### src/rtl/core/uopf_pkg.sv
`default_nettype none

package uopf_pkg;

    // parse phase; codes 6 and 7 are never reached and act as the error phase
    typedef enum logic [2:0] {
        PH_SLASH = 3'd0,
        PH_FIRST = 3'd1,
        PH_PATH  = 3'd2,
        PH_QUERY = 3'd3,
        PH_FRAG  = 3'd4,
        PH_ERR   = 3'd5
    } phase_t;

    // percent escape progress
    typedef enum logic [1:0] {
        ESC_NONE = 2'd0,
        ESC_HIGH = 2'd1,
        ESC_LOW  = 2'd2
    } esc_t;

    localparam logic [1:0] SEC_PATH  = 2'd0;
    localparam logic [1:0] SEC_QUERY = 2'd1;
    localparam logic [1:0] SEC_FRAG  = 2'd2;

    localparam logic [7:0] CH_PERCENT = 8'h25;
    localparam logic [7:0] CH_SLASH   = 8'h2F;
    localparam logic [7:0] CH_QUEST   = 8'h3F;
    localparam logic [7:0] CH_HASH    = 8'h23;
    localparam logic [7:0] CH_BANG    = 8'h21;
    localparam logic [7:0] CH_DOLLAR  = 8'h24;
    localparam logic [7:0] CH_EQUALS  = 8'h3D;
    localparam logic [7:0] CH_UNDER   = 8'h5F;
    localparam logic [7:0] CH_TILDE   = 8'h7E;

    // hex digit value width: one extra bit flags a non-digit
    localparam int unsigned NibW = 4;

    typedef struct packed {
        phase_t          phase;
        esc_t            esc;
        logic [NibW-1:0] high_nibble;
    } state_t;

    typedef struct packed {
        logic       emit;
        logic [7:0] out_byte;
        logic [1:0] section;
        logic       done_res;
        logic       accepted;
    } res_t;

    function automatic logic is_pchar(input logic [7:0] b);
        return (b == CH_BANG) || (b == CH_DOLLAR) || (b inside {[8'h26:8'h2E]}) ||
               (b inside {[8'h30:8'h3B]}) || (b == CH_EQUALS) ||
               (b inside {[8'h40:8'h5A]}) || (b == CH_UNDER) ||
               (b inside {[8'h61:8'h7A]}) || (b == CH_TILDE);
    endfunction

    // msb set when the byte is not a hex digit
    function automatic logic [NibW:0] hex_value(input logic [7:0] b);
        logic [7:0] d;
        begin
            d = 8'h00;
            if (b inside {[8'h30:8'h39]}) begin
                d = b - 8'h30;
            end else if (b inside {[8'h61:8'h66]}) begin
                d = b - 8'h57;
            end else if (b inside {[8'h41:8'h46]}) begin
                d = b - 8'h37;
            end else begin
                d = 8'h10;
            end
            return d[NibW:0];
        end
    endfunction

endpackage

`default_nettype wire

### src/rtl/core/uopf_step.sv
`default_nettype none

module uopf_step (
    input  wire uopf_pkg::state_t cur,
    input  wire logic [7:0]       in_byte,
    input  wire logic             is_last,
    output uopf_pkg::state_t      nxt,
    output uopf_pkg::res_t        res
);
    import uopf_pkg::*;

    phase_t          ph;
    esc_t            esc;
    logic [NibW-1:0] hn;
    logic            emit;
    logic [7:0]      ob;
    logic [NibW:0]   hv;
    logic            in_path;

    always_comb begin
        ph      = cur.phase;
        esc     = cur.esc;
        hn      = cur.high_nibble;
        emit    = 1'b0;
        ob      = 8'h00;
        hv      = hex_value(in_byte);
        in_path = (cur.phase == PH_FIRST) || (cur.phase == PH_PATH);

        if (!(cur.phase inside {PH_SLASH, PH_FIRST, PH_PATH, PH_QUERY, PH_FRAG})) begin
            ph = PH_ERR;
        end else if (cur.esc != ESC_NONE) begin
            if (hv[NibW]) begin
                ph = PH_ERR;
            end else if (cur.esc == ESC_HIGH) begin
                hn  = hv[NibW-1:0];
                esc = ESC_LOW;
                if (!in_path) begin
                    emit = 1'b1;
                    ob   = in_byte;
                end
            end else begin
                esc  = ESC_NONE;
                emit = 1'b1;
                ob   = in_path ? {cur.high_nibble, hv[NibW-1:0]} : in_byte;
            end
        end else begin
            case (cur.phase)
                PH_SLASH: begin
                    if (in_byte == CH_SLASH) begin
                        emit = 1'b1;
                        ob   = in_byte;
                        ph   = PH_FIRST;
                    end else begin
                        ph = PH_ERR;
                    end
                end
                PH_FIRST, PH_PATH: begin
                    if (is_pchar(in_byte)) begin
                        emit = 1'b1;
                        ob   = in_byte;
                        ph   = PH_PATH;
                    end else if (in_byte == CH_PERCENT) begin
                        esc = ESC_HIGH;
                        ph  = PH_PATH;
                    end else if (in_byte == CH_SLASH) begin
                        // empty first segment may not be followed by a slash
                        if (cur.phase == PH_FIRST) begin
                            ph = PH_ERR;
                        end else begin
                            emit = 1'b1;
                            ob   = in_byte;
                        end
                    end else if (in_byte == CH_QUEST) begin
                        emit = 1'b1;
                        ob   = in_byte;
                        ph   = PH_QUERY;
                    end else if (in_byte == CH_HASH) begin
                        emit = 1'b1;
                        ob   = in_byte;
                        ph   = PH_FRAG;
                    end else begin
                        ph = PH_ERR;
                    end
                end
                default: begin
                    // query or fragment
                    if (is_pchar(in_byte) || in_byte == CH_SLASH || in_byte == CH_QUEST) begin
                        emit = 1'b1;
                        ob   = in_byte;
                    end else if (in_byte == CH_PERCENT) begin
                        esc  = ESC_HIGH;
                        emit = 1'b1;
                        ob   = in_byte;
                    end else if (in_byte == CH_HASH && cur.phase == PH_QUERY) begin
                        emit = 1'b1;
                        ob   = in_byte;
                        ph   = PH_FRAG;
                    end else begin
                        ph = PH_ERR;
                    end
                end
            endcase
        end

        if (ph == PH_ERR) begin
            emit = 1'b0;
            ob   = 8'h00;
            esc  = ESC_NONE;
        end

        res.emit     = emit;
        res.out_byte = ob;
        res.section  = (ph == PH_QUERY) ? SEC_QUERY : (ph == PH_FRAG) ? SEC_FRAG : SEC_PATH;
        res.done_res = is_last;
        res.accepted = is_last && (ph != PH_ERR) && (ph != PH_SLASH) && (esc == ESC_NONE);

        if (is_last) begin
            nxt.phase       = PH_SLASH;
            nxt.esc         = ESC_NONE;
            nxt.high_nibble = '0;
        end else begin
            nxt.phase       = ph;
            nxt.esc         = esc;
            nxt.high_nibble = hn;
        end
    end

endmodule

`default_nettype wire

### src/rtl/core/uri_origin_form_parser_top.sv
`default_nettype none

// channel | direction | handshake          | payload
// s_      | in        | s_valid / s_ready  | s_in_byte[7:0], s_is_last
// m_      | out       | m_valid / m_ready  | m_emit, m_out_byte[7:0], m_section[1:0],
//         |           |                    | m_done_res, m_accepted
//
// one item per cycle sustained while m_ready stays high; each item gives exactly one result item
// an item passes through the input register, then parse logic into the result register
// the parse state is updated as an item moves from the input to the result register
// aresetn (synchronous, active low) clears valids and returns to the leading-slash phase
// a stall on m_ready holds the result; the input register fills, then s_ready drops

module uri_origin_form_parser_top (
    input  wire  logic       aclk,
    input  wire  logic       aresetn,
    input  wire  logic       s_valid,
    output logic             s_ready,
    input  wire  logic [7:0] s_in_byte,
    input  wire  logic       s_is_last,
    output logic             m_valid,
    input  wire  logic       m_ready,
    output logic             m_emit,
    output logic [7:0]       m_out_byte,
    output logic [1:0]       m_section,
    output logic             m_done_res,
    output logic             m_accepted
);
    import uopf_pkg::*;

    // input register
    logic       in_valid_reg;
    logic [7:0] in_byte_reg;
    logic       in_last_reg;

    // parse state
    state_t     st_reg;
    state_t     st_next;

    // result register
    logic       out_valid_reg;
    res_t       out_reg;
    res_t       out_next;

    logic       out_free;
    logic       advance;

    // result register can take an item when empty or being drained
    assign out_free = !out_valid_reg || m_ready;
    assign advance  = in_valid_reg && out_free;
    assign s_ready  = !in_valid_reg || out_free;

    uopf_step u_step (
        .cur     (st_reg),
        .in_byte (in_byte_reg),
        .is_last (in_last_reg),
        .nxt     (st_next),
        .res     (out_next)
    );

    always_ff @(posedge aclk) begin
        if (!aresetn) begin
            in_valid_reg <= 1'b0;
        end else if (s_ready) begin
            in_valid_reg <= s_valid;
        end
    end

    // payload only loads on an accepted item
    always_ff @(posedge aclk) begin
        if (s_valid && s_ready) begin
            in_byte_reg <= s_in_byte;
            in_last_reg <= s_is_last;
        end
    end

    always_ff @(posedge aclk) begin
        if (!aresetn) begin
            st_reg.phase       <= PH_SLASH;
            st_reg.esc         <= ESC_NONE;
            st_reg.high_nibble <= '0;
        end else if (advance) begin
            st_reg <= st_next;
        end
    end

    always_ff @(posedge aclk) begin
        if (!aresetn) begin
            out_valid_reg <= 1'b0;
        end else if (out_free) begin
            out_valid_reg <= in_valid_reg;
        end
    end

    always_ff @(posedge aclk) begin
        if (advance) begin
            out_reg <= out_next;
        end
    end

    assign m_valid    = out_valid_reg;
    assign m_emit     = out_reg.emit;
    assign m_out_byte = out_reg.out_byte;
    assign m_section  = out_reg.section;
    assign m_done_res = out_reg.done_res;
    assign m_accepted = out_reg.accepted;

    // a verdict only comes with the last item
    a_accept_only_done: assert property (@(posedge aclk) disable iff (!aresetn)
        m_valid && m_accepted |-> m_done_res)
        else $error("accepted without done");

    // an accepted target always ends on an emitted character
    a_accept_emits: assert property (@(posedge aclk) disable iff (!aresetn)
        m_valid && m_accepted |-> m_emit)
        else $error("accepted target with silent last item");

    // silent items carry a zero byte
    a_silent_zero: assert property (@(posedge aclk) disable iff (!aresetn)
        m_valid && !m_emit |-> m_out_byte == 8'h00)
        else $error("byte on a silent item");

    // the last item returns the parser to the leading-slash phase
    a_last_resets: assert property (@(posedge aclk) disable iff (!aresetn)
        advance && in_last_reg |=> st_reg.phase == PH_SLASH && st_reg.esc == ESC_NONE)
        else $error("state not cleared after last item");

    // an escape is only ever open in the path, query or fragment
    a_esc_phase: assert property (@(posedge aclk) disable iff (!aresetn)
        st_reg.esc != ESC_NONE |-> st_reg.phase == PH_PATH || st_reg.phase == PH_QUERY ||
                                   st_reg.phase == PH_FRAG)
        else $error("escape open outside a section");

endmodule

`default_nettype wire
### config.mk
export PLATFORM = sky130hd
export DESIGN_NAME = uri_origin_form_parser_top
export DESIGN_NICKNAME = d
export VERILOG_FILES = /design/src/rtl/core/uopf_pkg.sv /design/src/rtl/core/uopf_step.sv /design/src/rtl/core/uri_origin_form_parser_top.sv
export SDC_FILE = /design/constraint.sdc
export NUM_CORES = 1
export LEC_CHECK = 0
export ABC_AREA = 1
export ABC_CLOCK_PERIOD_IN_PS = 6600
export BUFFER_PORTS_ARGS = -buffer_cell sky130_fd_sc_hd__buf_2
export CAP_MARGIN = 20
export CORE_MARGIN = 5
export CORE_UTILIZATION = 40
export DETAILED_ROUTE_END_ITERATION = 10
export PLACE_DENSITY = 0.65
export SLEW_MARGIN = 40
export SYNTH_ARGS = -nofsm -noshare
export SYNTH_HDL_FRONTEND = slang
export SYNTH_SLANG_ARGS = --single-unit
export TNS_END_PERCENT = 1
### constraint.sdc
create_clock -name aclk -period 6.6 [get_ports aclk]
set_clock_uncertainty 0.05 [all_clocks]
set_input_delay 0.99 -clock aclk [delete_from_list [all_inputs] [get_ports aclk]]
set_output_delay 0.99 -clock aclk [all_outputs]
set_load 0.05 [all_outputs]
==> results of run 1 <==
==> routing by layer <==
metal | wire length [um] | up-vias | GRT usage | share of wire
li1 | - | 1155 | - | -
met1 | 2580 | 1034 | 0.211 | 0.44
met2 | 2630 | 100 | 0.245 | 0.45
met3 | 452 | 24 | 0.0451 | 0.077
met4 | 169 | 0 | 0.0777 | 0.029
met5 | 0 | - | 0 | 0
==> final cells by class <==
type	count	area, um2	area share
flip-flops and latches	33	881	0.345
multi-input cells	247	1190	0.466
repair buffers	27	135	0.0529
inverters	47	176	0.0690
well taps	72	90.1	0.0352
clock buffers	7	76.3	0.0299
clock inverters	1	5.00	0.00196
==> cell usage in the layout, fill, tap and decap left out <==
master and instances:
a22oi_1 1, o32ai_2 1, nor3_1 1, o2111ai_1 1
nand2_4 1, nor2_1 33, inv_1 39, nor2_2 5
clkbuf_8 5, clkinv_2 1, dfxtp_1 11, nand3_2 1
nand4_1 6, inv_2 8, nand3_1 37, nand2_1 95
xor2_1 2, nor2_4 1, a21oi_1 24, ha_1 5
o21ai_0 18, edfxtp_1 22, o21ai_2 1, a211oi_1 1
buf_2 27, nand4_2 1, or2_0 2, clkbuf_1 2
o21ai_1 5, nand2_2 1, o22ai_1 4
==> cell families (layout without fill, tap and decap cells) <==
family                   after synthesis  in the layout  synth area share
buffers and inverters                 55             82            0.0966
adder cells (fa/ha/maj)                5              5            0.0273
XOR/XNOR                               2              2           0.00764
AO/OA/AOI/OAI                         56             56             0.135
AND/OR/NAND/NOR                      184            184             0.349
flip-flops                            33             33             0.384
==> power groups by stage <==
stage	Combinational [uW]	Sequential, uW	Clock [uW]
floorplan	59.1	255	0
global placement	91.3	245	0
detailed placement	91.2	245	0
CTS	91.5	240	145
global route	102	242	156
finish	92.4	241	142
==> worst register-to-register path, delay by kind of cell (launching register included) <==
family,cells,cell delay [ns]
simple gates,9,1.24
fa+ha+maj,1,0.22
flops,1,0.51
compound gates,2,0.28
buf+inv,4,0.40
==> worst max path at each step <==
stage,from,end,slack (ns),depth (start not counted)
final,in_byte_reg[1],m_out_byte[1],3.64,16
after global routing,in_byte_reg[1],m_emit,3.38,18
after CTS,in_byte_reg[1],m_out_byte[0],3.67,16
after detailed placement,in_byte_reg[1],m_out_byte[0],3.70,16
after global placement,in_byte_reg[1],m_emit,3.74,16
after floorplan,m_ready,s_ready,4.11,2
==> stage by stage <==
step	cell area, um2	power, uW
floorplan	2290	314
global placement	2470	336
detailed placement	2470	336
CTS	2550	477
global route	2560	500
finish	2560	475
==> results.cfg, run 1 <==
[run_status]
status = finished clean

[yosys]
netlist_area_um2 = 2290
synth_edf_count = 22
synth_cells = 335
synth_top_area_share = 0.288
avgSynthCellArea_um2 = 6.84
seq_area_frac_synth = 0.384
synth_top_cell_by_area = edfxtp_1
synthDistinctLibCells = 31
ys.warnings.count = 0
synthMostInstantiatedCell = nand2_1
synthTopCellsByArea = edfxtp_1 (29%), nand2_1 (16%), dfxtp_1 (9.6%)
syn-num-nets = 353
synth-async-reset-ratio = 0
ys_seq_elements = 33
ys.flop_type = edfxtp_1
synth_common_cells = nand2_1 (95), inv_1 (39), nand3_1 (37)

[run]
maxCapViolations = 0

[power_and_ir_drop]
combPwrFrac = 0.195
p_clk_frac = 0.299
irDropWorstVdd_v = 0.000123
power.internal_uw = 329
power.leakage_uw = 0.00116
seqPwrFrac = 0.507
powerDensity_nw_per_um2 = 186
p_switching_uw = 146
sw_frac_of_total = 0.307

[drt]
vias_per_cell = 5.33
drt_first_pass_iters = 5
drtIter0Drc = 126
vias = 2313
final_antenna_net_count = 0
avgRoutedWirePerCell_um = 13.5
drc_errors = 0
drt_wl_total_um = 5840

[hold_path]
min_from = st_reg[3]
hold_end = st_reg[3]
hold_class = reg2reg
whs_path_depth = 2

[final_layout]
largest_reg_flops = 9
n_antenna_cell = 0
finalNetCount = 379
final.fill_count = 589
layout.cells.non_filler = 434
fin_util = 0.461
syn_to_final_growth_pct = 11.5
drive_above_1_share = 0.146

[global_route]
grt_overflow = 0
grt_pass1_vias = 2085
grt_max_degree = 17
antenna_found_initial = 0
grt_pass1_wl_um = 9520
grt_util_all_layers = 0.161

[setup_path]
r2r_end = m_out_byte[1]
path_common_cell = nand2_1
path_class = reg2reg
path_delay_family = simple AND/OR/NAND/NOR gates
r2r_cells = 16
max_stage_delay_ns = 0.51
cp_slowest_cell = edfxtp_1
crit_required_ns = 6.58
worstPathCellList = inv_1 > ha_1 > inv_1 > nand3_1 > nand2_1 > nand2_1 > nand2_1 > nand2_1 > nor2_2 > inv_2 > nor2_2 > inv_1 > o21ai_0 > nand3_1 > nand4_1 > a21oi_1
worstPathMaxFanout = 11
cp-end-kind = flop
start_kind = flop
reg2reg_slack_ns = 3.64
crit_buf_inv = 4
cp.arrival_ns = 2.94
reg2reg_from = in_byte_reg[1]

[placed_design]
portBuffers = 27
place_ws_ns = 3.70
placed_cells = 426
gp_congestion = 0.918
hpwl_um = 4520

[sta]
max_freq_ghz = 0.338
rsz0062_at_grt = false
slew_headroom = 0.636
finalWorstSetupSlack_ns = 3.64
layout_min_cycle_time_ns = 2.96
finalSetupTns_ns = 0
setup_viol = 0
holdWs_ns = 0.420
slew_violations = 0
fin_crit_sh = 0.448
worstMarginPinSlew_ns = 0.545
hold_viol_final = 0

[die]
die_w_um = 85.7
die_h_um = 85.7
die-area_um2 = 7340
start_util = 0.414
ios = 28
coreArea_um2 = 5540
placementRows = 27

[clocking]
cts_setup_buffers = 0
clock-sinks = 33
root_buffer = clkbuf_8
clock_path_buffers = 2
cts_resized = 0
cts_buffers = 5
ctsHtreeMaxLevel = 2
holdBufCountCts = 0
clk_pin_slew_ns = 0.06
cts_tree = built
worstSkewPairLatency_ns = 0.28
No activity file was read; power rests on OpenSTA's default activity.
==> run 2: changes to the inputs <==
- ABC_CLOCK_PERIOD_IN_PS: 6600 -> 2800
- clock period: 6.6 -> 2.8 ns (I/O delays scaled with it)
==> results.cfg, run 2 (synthesized netlist as in run 1, its figures left out) <==
[clocking]
worstSkewPairLatency_ns = 0.29
clock_path_buffers = 2
ctsHtreeMaxLevel = 2
root_buffer = clkbuf_8
cts_buffers = 5
holdBufCountCts = 0
clock-sinks = 33
clk_pin_slew_ns = 0.07
cts_tree = built

[die]
die_w_um = 85.7
placementRows = 27
coreArea_um2 = 5540
die-area_um2 = 7340
die_h_um = 85.7
start_util = 0.414
ios = 28

[setup_path]
path_delay_family = simple AND/OR/NAND/NOR gates
path_class = reg2reg
cp-end-kind = flop
start_kind = flop
max_stage_delay_ns = 0.47
crit_buf_inv = 2
cp_slowest_cell = edfxtp_1
worstPathMaxFanout = 7
cp.arrival_ns = 2.61
path_common_cell = nand2_1
crit_required_ns = 2.79
worstPathCellList = buf_4 > ha_1 > nand2_1 > nor2_1 > a21oi_1 > nand2_1 > nor2_4 > inv_2 > nor2_2 > nand2_1 > nand2_1 > o21ai_1 > nand2_1 > nand2_1 > a22oi_1 > nor2_1

[final_layout]
multi_input_area_um2 = 1200
regArea_um2 = 881
finalNetCount = 395
largest_reg_flops = 9
final.fill_count = 578
n_antenna_cell = 0
drive_above_1_share = 0.193
fin_area_um2 = 2690
final_common_cell = nand2_1
syn_to_final_growth_pct = 17.2
layout_common_cells = nand2_1 (94), inv_1 (38), nand3_1 (37), nor2_1 (33), buf_2 (27)
fin_util = 0.485

[placed_design]
portBuffers = 27
place_ws_ns = 0.0120
hpwl_um = 4570
placed_cell_area_um2 = 2530
gp_congestion = 1.03

[drt]
wl_met1_um = 2620
final_antenna_net_count = 0
vias_per_cell = 5.30
drc_errors = 0
drtIter0Drc = 215
met2WireLength_um = 2700
drt_first_pass_iters = 5
vias = 2386
top_layer_used = met4
avgRoutedWirePerCell_um = 13.4
dr_wl_met3_um = 518
drt_wl_total_um = 6040

[global_route]
grt_pass1_vias = 2098
grt_max_degree = 16
antenna_found_initial = 0
grt_overflow = 0
grt_util_all_layers = 0.166
grt_pass1_wl_um = 9730

[sta]
worstMarginPinSlew_ns = 0.447
holdWs_ns = 0.247
max_freq_ghz = 0.382
finalSetupTns_ns = 0
fin_crit_sh = 0.935
hold_viol_final = 0
finalWorstSetupSlack_ns = 0.181
slew_headroom = 0.699
setup_viol = 0
slew_violations = 0
layout_min_cycle_time_ns = 2.62

[hold_path]
hold_class = in2reg

[power_and_ir_drop]
power.leakage_uw = 0.00124
irDropWorstVdd_v = 0.000344
seqPwrFrac = 0.487
combPwrFrac = 0.211
p_clk_frac = 0.302
powerDensity_nw_per_um2 = 431
sw_frac_of_total = 0.318
power.internal_uw = 790
p_switching_uw = 368

[run]
maxCapViolations = 0

[run_status]
status = finished clean
## run 2: cell types whose count changed in the layout (fill, tap and decap cells not counted), sizes merged
cell and delta:
buf +16, inv +1, clkinv +1, clkbuf -2
## run 2: area by class of cell
class                   instances  area share
clock buffers                   5      0.0256
clock inverters                 3     0.00605
inverters                      47      0.0656
multi-input cells             247       0.446
flip-flops and latches         33       0.328
well taps                      72      0.0335
repair buffers                 43      0.0950
## run 2: power by group through the flow
| stage | registers (uW) | logic [uW] | clock network [uW] |
|---|---|---|---|
| floorplan | 602 | 139 | 0 |
| detailed placement | 574 | 224 | 0 |
| CTS | 563 | 225 | 358 |
| global placement | 574 | 224 | 0 |
| finish | 563 | 244 | 350 |
| global route | 565 | 268 | 389 |
## run 2: worst paths after layout
kind	cells after the start	slack (ns)	startpoint	end
max	16	0.18	in_byte_reg[0]	m_out_byte[3]
min	1	0.25	s_is_last	in_last_reg
max reg2reg	16	0.18	in_byte_reg[0]	m_out_byte[3]
min reg2reg	2	0.42	st_reg[0]	st_reg[0]
## run 2: layer usage
metal  GRT usage  vias to the layer above
met2       0.254                      117
met3      0.0461                       26
met4      0.0719                        0
met5           0                        -
li1            -                     1184
met1       0.218                     1059
## run 2: metrics by stage
| step | total power (uW) | instances |
|---|---|---|
| 6_report | 1160 | 450 |
| 2_1_floorplan | 741 | 335 |
| 3_3_place_gp | 798 | 434 |
| 4_1_cts | 1150 | 442 |
| 3_5_place_dp | 798 | 434 |
| 5_1_grt | 1220 | 450 |
## run 2: repair_timing
item                                    4_1_cts  5_1_grt
endpoints found under the setup margin        0       17
buffers inserted                              0        8
endpoints found under the hold margin         0        0
resized for setup                             0        4
==> run 3: changes to the inputs <==
- GPL_TIMING_DRIVEN: not set -> 0
==> results.cfg, run 3 (synthesized netlist as in run 1, its figures left out) <==
[drt]
drt_wl_total_um = 5770
drtIter0Drc = 191
vias = 2358
vias_per_cell = 5.29
drt_first_pass_iters = 6
avgRoutedWirePerCell_um = 12.9
final_antenna_net_count = 0
drc_errors = 0

[global_route]
grtUsageMet2 = 0.263
antenna_found_initial = 0
grt_busiest_layer = met2
gr-usage-met1 = 0.219
grt_pass1_wl_um = 9740
grt_util_all_layers = 0.162
grt_pass1_vias = 2124
grt_overflow = 0
grt_use_met3 = 0.0365
grt_max_degree = 15

[setup_path]
path_class = reg2reg
max_stage_delay_ns = 0.49
worstPathCellList = ha_1 > inv_2 > nand3_1 > nand2_1 > nand2_1 > nand2_1 > nand2_1 > nor2_2 > buf_6 > inv_2 > nor2_2 > inv_1 > o21ai_0 > nand3_1 > nand2_1 > a21oi_1
worstPathMaxFanout = 10
crit_required_ns = 2.77
cp-end-kind = flop
path_common_cell = nand2_1
start_kind = flop
cp_slowest_cell = edfxtp_1
cp.arrival_ns = 2.57

[clocking]
root_buffer = clkbuf_8
cts_tree = built
ctsHtreeMaxLevel = 2
cts_buffers = 5
clock-sinks = 33
clock_path_buffers = 2
worstSkewPairLatency_ns = 0.28
clk_pin_slew_ns = 0.07

[sta]
layout_min_cycle_time_ns = 2.60
slew_headroom = 0.662
rsz0062_at_grt = true
max_freq_ghz = 0.384
fin_crit_sh = 0.929
worstMarginPinSlew_ns = 0.506
hold_viol_final = 0
setup_viol = 0
finalWorstSetupSlack_ns = 0.199
slew_violations = 0

[final_layout]
final.fill_count = 599
largest_reg_flops = 9
finalNetCount = 391
final_common_cell = nand2_1
syn_to_final_growth_pct = 15.6
fin_util = 0.478
multi_input_area_um2 = 1210
drive_above_1_share = 0.187
regArea_um2 = 881
layout_common_cells = nand2_1 (94), inv_1 (37), nand3_1 (37), nor2_1 (32), buf_2 (30)
fin_area_um2 = 2650
n_antenna_cell = 0

[die]
start_util = 0.414
die-area_um2 = 7340
coreArea_um2 = 5540
die_w_um = 85.7
ios = 28
die_h_um = 85.7
placementRows = 27

[run]
maxCapViolations = 0

[power_and_ir_drop]
sw_frac_of_total = 0.306
p_switching_uw = 346
p_clk_frac = 0.293
power.leakage_uw = 0.00121
power.internal_uw = 785
irDropWorstVdd_v = 0.000266
combPwrFrac = 0.215
powerDensity_nw_per_um2 = 427
seqPwrFrac = 0.492

[placed_design]
gp_congestion = 0.935
hpwl_um = 4470
place_ws_ns = -0.0824
portBuffers = 27
placed_cell_area_um2 = 2520

[hold_path]
hold_class = in2reg

[run_status]
status = finished clean
[run 3: routing by layer]
metal  wire length (um)  up-vias
met1               2590     1060
li1                   -     1179
met3                486       11
met4                 63        0
met2               2630      108
met5                  0        -
[run 3: path summary, 6_finish.rpt]
path / from / to / slack, ns / cells past startpoint
max reg2reg: in_byte_reg[0] / m_emit / 0.20 / 16
min reg2reg: st_reg[1] / st_reg[1] / 0.41 / 2
min: s_is_last / in_last_reg / 0.26 / 1
max: in_byte_reg[0] / m_emit / 0.20 / 16
[run 3: area by class of cell]
| cell class | instances | area share |
|---|---|---|
| multi-input combinational | 247 | 0.457 |
| sequential | 33 | 0.332 |
| inverter | 47 | 0.0666 |
| timing repair buffer | 31 | 0.0623 |
| tap | 72 | 0.0340 |
| clock buffer | 6 | 0.0274 |
| buffer | 8 | 0.0170 |
| clock inverter | 2 | 0.00378 |
[run 3: stage by stage]
| step | total power, uW | std cells | TNS (ns) | hold WS, ns |
|---|---|---|---|---|
| floorplan | 741 | 335 | 0 | 0.392 |
| global placement | 796 | 434 | -0.321 | 0.405 |
| detailed placement | 799 | 434 | -0.317 | 0.407 |
| CTS | 1130 | 443 | 0 | 0.255 |
| global route | 1190 | 446 | -0.0309 | 0.247 |
| finish | 1130 | 446 | 0 | 0.262 |
[run 3: critical path, delay by kind of cell, from the launching register on]
family / cells / cell delay, ns
flip-flops: 1 / 0.49
AND/OR/NAND/NOR: 9 / 0.92
AO/OA/AOI/OAI: 2 / 0.24
buffers and inverters: 4 / 0.37
adder cells (fa/ha/maj): 1 / 0.27
[run 3: timing repair]
item	CTS	global route
setup buffers	1	3
pin swaps	0	1
resized for setup	0	8
cloned	0	0
hold buffers	0	0
setup endpoints to repair	8	15
[run 3: power groups by stage]
stage / clock [uW] / combinational, uW / sequential (uW)
after detailed placement: 0 / 229 / 570
after CTS: 343 / 233 / 557
final: 331 / 244 / 557
after global placement: 0 / 227 / 569
after global routing: 364 / 270 / 559
after floorplan: 0 / 139 / 602
